[src/sv/rsi_pkg.sv]
// rsi_pkg: widths and payload types of the ray / sphere intersection pipeline.
// No dependencies; every other file imports it.
package rsi_pkg;

  localparam int P_W = 24;
  localparam int DIR_W = 16;
  localparam int R_W = 23;
  localparam int B_W = 30;
  localparam int C_W = 49;
  localparam int D_W = 56;
  localparam int S_W = D_W / 2;
  localparam int DISC_W = 64;
  localparam int ROOT_W = 32;

  typedef struct packed {
    logic signed [P_W-1:0]   origin_x;
    logic signed [P_W-1:0]   origin_y;
    logic signed [P_W-1:0]   origin_z;
    logic signed [DIR_W-1:0] dir_x;
    logic signed [DIR_W-1:0] dir_y;
    logic signed [DIR_W-1:0] dir_z;
    logic [R_W-1:0]          radius;
  } rsi_ray_t;

  typedef struct packed {
    logic signed [D_W-1:0] disc;
    logic signed [B_W-1:0] b;
  } rsi_mid_t;

endpackage

[src/sv/rsi_sqrt.sv]
// rsi_sqrt: pipelined integer square root of the discriminant, two bits per stage.
// Carries the front-end payload alongside. Depends on rsi_pkg.
module rsi_sqrt (
  input  logic              clk,
  input  logic              rst_n,
  input  logic              en,
  input  logic              in_vld,
  input  rsi_pkg::rsi_mid_t in_mid,
  output logic              out_vld,
  output rsi_pkg::rsi_mid_t out_mid,
  output logic [rsi_pkg::S_W-1:0] root
);
  import rsi_pkg::*;

  localparam int NSTG = S_W / 2;

  function automatic logic [2*D_W-1:0] sq_step(input logic [D_W-1:0] v,
                                               input logic [D_W-1:0] res,
                                               input logic [D_W-1:0] bitv);
    logic [D_W-1:0] t;
    t = res + bitv;
    if (v >= t) begin
      return {v - t, (res >> 1) + bitv};
    end
    return {v, res >> 1};
  endfunction

  logic           vld_r [NSTG];
  logic [D_W-1:0] v_r   [NSTG];
  logic [D_W-1:0] res_r [NSTG];
  rsi_mid_t       mid_r [NSTG];

  for (genvar k = 0; k < NSTG; k++) begin : g_stg
    localparam logic [D_W-1:0] BIT0 = D_W'(1) << (D_W - 2 - 4 * k);
    localparam logic [D_W-1:0] BIT1 = D_W'(1) << (D_W - 4 - 4 * k);
    logic           vi;
    logic [D_W-1:0] v_in, r_in, vm, rm, vo, ro;
    rsi_mid_t       mi;

    if (k == 0) begin : g_head
      assign vi = in_vld;
      assign mi = in_mid;
      assign v_in = in_mid.disc[D_W-1] ? '0 : D_W'(in_mid.disc);
      assign r_in = '0;
    end else begin : g_body
      assign vi = vld_r[k-1];
      assign mi = mid_r[k-1];
      assign v_in = v_r[k-1];
      assign r_in = res_r[k-1];
    end

    always_comb begin
      {vm, rm} = sq_step(v_in, r_in, BIT0);
      {vo, ro} = sq_step(vm, rm, BIT1);
    end

    always_ff @(posedge clk) begin
      if (!rst_n) begin
        vld_r[k] <= 1'b0;
      end else if (en) begin
        vld_r[k] <= vi;
      end
    end

    always_ff @(posedge clk) begin
      if (en) begin
        v_r[k] <= vo;
        res_r[k] <= ro;
        mid_r[k] <= mi;
      end
    end
  end

  assign out_vld = vld_r[NSTG-1];
  assign out_mid = mid_r[NSTG-1];
  assign root = res_r[NSTG-1][S_W-1:0];

endmodule

[config.mk]
export PLATFORM = sky130hd
export DESIGN_NAME = rsi_sqrt
export DESIGN_NICKNAME = d
export VERILOG_FILES = /design/src/sv/rsi_pkg.sv /design/src/sv/rsi_sqrt.sv
export SDC_FILE = /design/constraint.sdc
export NUM_CORES = 2
export LEC_CHECK = 0
export ABC_AREA = 1
export BUFFER_PORTS_ARGS = -buffer_cell sky130_fd_sc_hd__clkbuf_2
export CORE_MARGIN = 2
export CORE_UTILIZATION = 30
export DETAILED_ROUTE_END_ITERATION = 10
export SLEW_MARGIN = 30
export SYNTH_ARGS = -nofsm -noshare
export SYNTH_HDL_FRONTEND = slang
export SYNTH_SLANG_ARGS = --single-unit
[constraint.sdc]
create_clock -name clk -period 4.5 [get_ports clk]
set_clock_uncertainty 0.1 [all_clocks]
set_input_delay 0.9 -clock clk [delete_from_list [all_inputs] [get_ports clk]]
set_output_delay 0.9 -clock clk [all_outputs]
set_load 0.01 [all_outputs]
# [Yosys cells after proc, flatten, opt, wreduce, memory -nomap -nowiden]
# Memories as Yosys holds them, arrays and structs flattened.
# Cells that the tools add are included.
[word_totals] out_inout_bits=115 ramBits=2786 n_memories=4 word_cells=232 register_bits=0 inputBits=90
[mem_list] memory="mid_r" depth=14 word_bits=86 read_ports=14 rd_clocked_by_memory_dff=0 wr=14 line="rsi_sqrt.sv:31" rtl="rsi_mid_t mid_r [NSTG];"
[mem_list] memory="res_r" depth=14 word_bits=56 read_ports=14 rd_clocked_by_memory_dff=0 wr=14 line="rsi_sqrt.sv:30" rtl="logic [D_W-1:0] res_r [NSTG];"
[mem_list] memory="v_r" depth=14 word_bits=56 read_ports=13 rd_clocked_by_memory_dff=0 wr=14 line="rsi_sqrt.sv:29" rtl="logic [D_W-1:0] v_r [NSTG];"
[mem_list] memory="vld_r" depth=14 word_bits=1 read_ports=14 rd_clocked_by_memory_dff=0 wr=14 line="rsi_sqrt.sv:28" rtl="logic vld_r [NSTG];"
[op_classes] bitwise_logic=14 addsub=82 magnitude_cmp=28 mux=104
[op_table] operator="2-to-1 mux 112 bit" n=56
[op_table] operator="greater-or-equal comparator 56 bit" n=27
[op_table] operator="subtractor 56 bit" n=27
[op_table] operator="adder 55 x 1 -> 56 bit (second input constant)" n=1
[op_table] operator="adder 55 x 11 -> 56 bit (second input constant)" n=1
[op_table] operator="adder 55 x 13 -> 56 bit (second input constant)" n=1
[op_table] operator="adder 55 x 15 -> 56 bit (second input constant)" n=1
[op_table] operator="adder 55 x 17 -> 56 bit (second input constant)" n=1
[op_table] operator="adder 55 x 19 -> 56 bit (second input constant)" n=1
[op_table] operator="adder 55 x 21 -> 56 bit (second input constant)" n=1
[op_table] operator="adder 55 x 23 -> 56 bit (second input constant)" n=1
[op_table] operator="adder 55 x 25 -> 56 bit (second input constant)" n=1
[op_table] operator="adder 55 x 27 -> 56 bit (second input constant)" n=1
[op_table] operator="adder 55 x 29 -> 56 bit (second input constant)" n=1
[op_table] operator="adder 55 x 3 -> 56 bit (second input constant)" n=1
[op_table] operator="adder 55 x 31 -> 56 bit (second input constant)" n=1
[op_table] operator="adder 55 x 33 -> 56 bit (second input constant)" n=1
[op_table] operator="adder 55 x 35 -> 56 bit (second input constant)" n=1
[op_table] operator="adder 55 x 37 -> 56 bit (second input constant)" n=1
[op_table] operator="adder 55 x 39 -> 56 bit (second input constant)" n=1
[op_table] operator="adder 55 x 41 -> 56 bit (second input constant)" n=1
[op_table] operator="adder 55 x 43 -> 56 bit (second input constant)" n=1
[op_table] operator="adder 55 x 45 -> 56 bit (second input constant)" n=1
[op_table] operator="adder 55 x 47 -> 56 bit (second input constant)" n=1
[op_table] operator="38 further kinds" n=97

# [Longest topological paths before layout]
# An unclocked memory read counts as a cell.
[depth] depth_word=9 ltp_mapped=35

# [Least setup slack after synthesis]
# Ideal clock, no wire load.
[synth_timing] kind="register -> register" start="mem v_r[10][13] (netlist: v_r[1][125])" end="mem v_r[11][35] (netlist: v_r[1][203]), data pin" slack_ns=0.080 arrival_time_ns=4.065 synth_period_minus_slack_ns=4.420 stages_incl_launch_ff=29 setup_ns=0.256 cell_sequence="edfxtp_1 > ha_1 > nand2_1 > nand2_1 > inv_2 > nand2_2 > nand2_1 > nand2_1 > nand2_1 > nand2_2 > nand2_2 > nand3_4 > buf_2 > buf_2 > inv_1 > clkbuf_1 > buf_2 > nand2_1 > o21ai_0 > ha_1 > a21oi_1 > inv_1 > a31oi_1 > o21ai_0 > a21oi_1 > o21ai_0 > a31oi_1 > or2_2 > a21oi_1"
[synth_rtl] element="start, declared" line="rsi_sqrt.sv:29"

==> summary.txt <==
top cells by area, synth: edfxtp_1 (58%), nand2_1 (10%), inv_1 (5.3%)
CP peak stage delay: 0.46 ns
layout cells sized above 1: 0.316
Reg power frac: 0.312
failing checks: negative setup slack
Synth top area share: 0.576
compound-cell area share of the yosys netlist: 0.0656
min Tclk post-route: 4.55 ns
Synthesis Warnings: 0
Synth Cell Area: 112,000 µm²
DR vias: 93,911
post-synthesis cell type count: 69
Worst-Skew Late Latency: 0.94 ns
GR Overflow Total: 0
Yosys reg bits: 2,156
Synth Instances: 11,903
fraction of registers with async set/reset: 0
Net count, final: 15,508
Die Ht: 616 µm
largest family of logic cells by synthesized area: simple AND/OR/NAND/NOR gates
Syn Area/Cell: 9.44 µm²
Yosys top cell by area: edfxtp_1
transition time at the pin with the least slew margin: 1.01 ns
leakage: 65.8 nW
DRC violations left: 0
First DRT Iteration DRCs: 7,149
Seq/Total Area, Yosys: 0.576
net switching power: 31.6 mW
WL per Instance: 19.2 µm
largest net degree at the start of global routing: 133
RSZ-0062 raised after global routing: yes
# placed instances: 19,331
final hold slack: 0.0877 ns
crit share post-route: 1.01
Worst Setup Path Type: flip-flop to flip-flop
Synth Net Count: 12,435
CTS sink cnt: 2,156
most frequent cell on the critical path: nand2_2
Top FF cell, synth: edfxtp_1
Worst EP arrival: 5.07 ns
final hold violation count: 0
Worst Slack Setup Final: -0.0517 ns
core footprint: 373,000 µm²
WL final: 387,000 µm
GPL Wtd Cong: 0.962
I/O pin cnt: 205
global-route wire length before repair: 560,000 µm
Worst setup EP type: flip-flop
Routed Antenna Nets: 0
Pint: 53.5 mW
final setup fails: 10
area share of and/or/nand/nor cells after synthesis: 0.219
Net Sw Frac: 0.371
Final Non-Filler Cells: 20,142
Gate power share: 0.459
Vias/cell: 4.66
GRT Overall Usage: 0.195
Max VDD drop: 548 µV
number of global-route vias before repair: 89,775
hpwl dp: 306,000 µm
top-count cell post-synth: nand2_1
xor and xnor area share after synthesis: 0.0304
required time of the critical path: 5.02 ns
Power Density: 547 nW/µm²
commonest cells in the synthesized netlist: nand2_1 (3,058), edfxtp_1 (2,155), inv_1 (1,579)
Max transition margin: 0.330
CTS buffer count: 233
Slew Viols, Final: 0
Rows: 224
Adder-Cell Fraction of Synth Area: 0.0492
die width: 616 µm
multiplexer area fraction after synthesis: 0.000100
CTS tree: yes
Worst Hold Class: input port to flip-flop
EDFF count, synth: 2,155
status: finished with violations
# Max-Cap Violations: 0
Peak Freq: 220 MHz
initial antenna violation count: 16
Crit Path Max Fanout: 8
Initial Util: 0.302
Power, Total: 85.1 mW
crit start category: flip-flop
drt pass-1 iters: 6
TNS Setup: -0.214 ns
Port Buffers: 204
clock network power share: 0.229
placed cell areas: 137,000 µm²
CTS root buffer: clkbuf_16
H-tree depth: 4
clock buffer depth: 4
Clk pin slew, worst setup/hold paths: 0.06 ns
slowest CP cell: edfxtp_1
Die Area: 380,000 µm²
post-route cell area: 156,000 µm²
Syn-to-layout area delta: 38.5%
final timing paths:
kind                             end  cells after the start                    start  slack, ns
max            v_r[1][205]$_DFFE_PP_                     30  res_r[1][135]$_DFFE_PP_      -0.05
min           mid_r[0][64]$_DFFE_PP_                      1               in_mid[64]       0.09
max reg2reg    v_r[1][205]$_DFFE_PP_                     30  res_r[1][135]$_DFFE_PP_      -0.05
min reg2reg  mid_r[0][650]$_DFFE_PP_                      0  mid_r[0][564]$_DFFE_PP_       0.28
through the flow:
stage / setup slack (ns) / utilization
2_1_floorplan: 0.0798 / -
3_3_place_gp: -0.733 / 0.368
3_5_place_dp: -0.763 / 0.368
4_1_cts: -0.0565 / 0.401
5_1_grt: -0.259 / 0.418
6_report: -0.0517 / 0.418
state kept, by name, summed over array words and instances (netlist names):
register and cells:
vld_r 14, v_r 728, mid_r 1204, res_r 210
placed cells by master, fill, tap and decap left out, drive strengths merged, types with 239 or more instances in the layout:
master     n
a21oi    557
buf     2713
clkbuf   481
edfxtp  2155
ha       442
inv     1624
nand2   3111
nand3    753
nand4    239
nor2    1470
o21ai    578
layout make-up:
| type | count | area, µm² |
|---|---|---|
| well taps | 4972 | 6220 |
| clock buffers | 268 | 6050 |
| clock inverters | 157 | 1740 |
| repair inverters | 3 | 20.0 |
| repair buffers | 2941 | 23100 |
| multi-input cells | 8034 | 47700 |
| flip-flops and latches | 2156 | 64700 |
| diodes | 4 | 10.0 |
| fillers | 36372 | 217000 |
| inverters | 1607 | 6080 |
cell families (layout without fill, tap and decap cells):
group           count (synthesis)  after routing
buf+inv                      1719           4976
simple gates                 5854           5860
other cells                     0              4
xor+xnor                      390            390
flops                        2156           2156
compound gates               1341           1341
mux                             1              1
fa+ha+maj                     442            442
power groups by stage:
| stage | clock network [mW] | logic (mW) | registers [mW] |
|---|---|---|---|
| global placement | 0 | 33.5 | 26.9 |
| floorplan | 0 | 16.7 | 26.2 |
| detailed placement | 0 | 33.4 | 26.9 |
| CTS | 20.1 | 35.3 | 26.6 |
| global route | 20.9 | 42.4 | 26.8 |
| finish | 19.5 | 39.0 | 26.6 |
routing by layer:
| metal | vias up | wire, µm | GRT usage |
|---|---|---|---|
| li1 | 46326 | - | - |
| met1 | 44470 | 167000 | 0.253 |
| met2 | 2464 | 185000 | 0.332 |
| met3 | 647 | 18600 | 0.0229 |
| met4 | 4 | 17300 | 0.0727 |
| met5 | - | 23 | 0 |
critical path: cells and delay by family (launching register included):
kind                       cells  cell delay [ns]
buffers and inverters         12             1.46
and+or+nand+nor               11             0.96
AOI/OAI and AO/OA              5             0.66
adders and majority gates      2             0.56
DFF                            1             0.46
timing repair:
action | 4_1_cts | 5_1_grt
setup buffers | 168 | 190
gates resized for setup | 699 | 1166
hold buffers | 15 | 0
setup endpoints to repair | 305 | 333
gates cloned | 18 | 15
hold endpoints to repair | 15 | 0
pin swaps | 135 | 360
(Power assumes the default switching activity.)
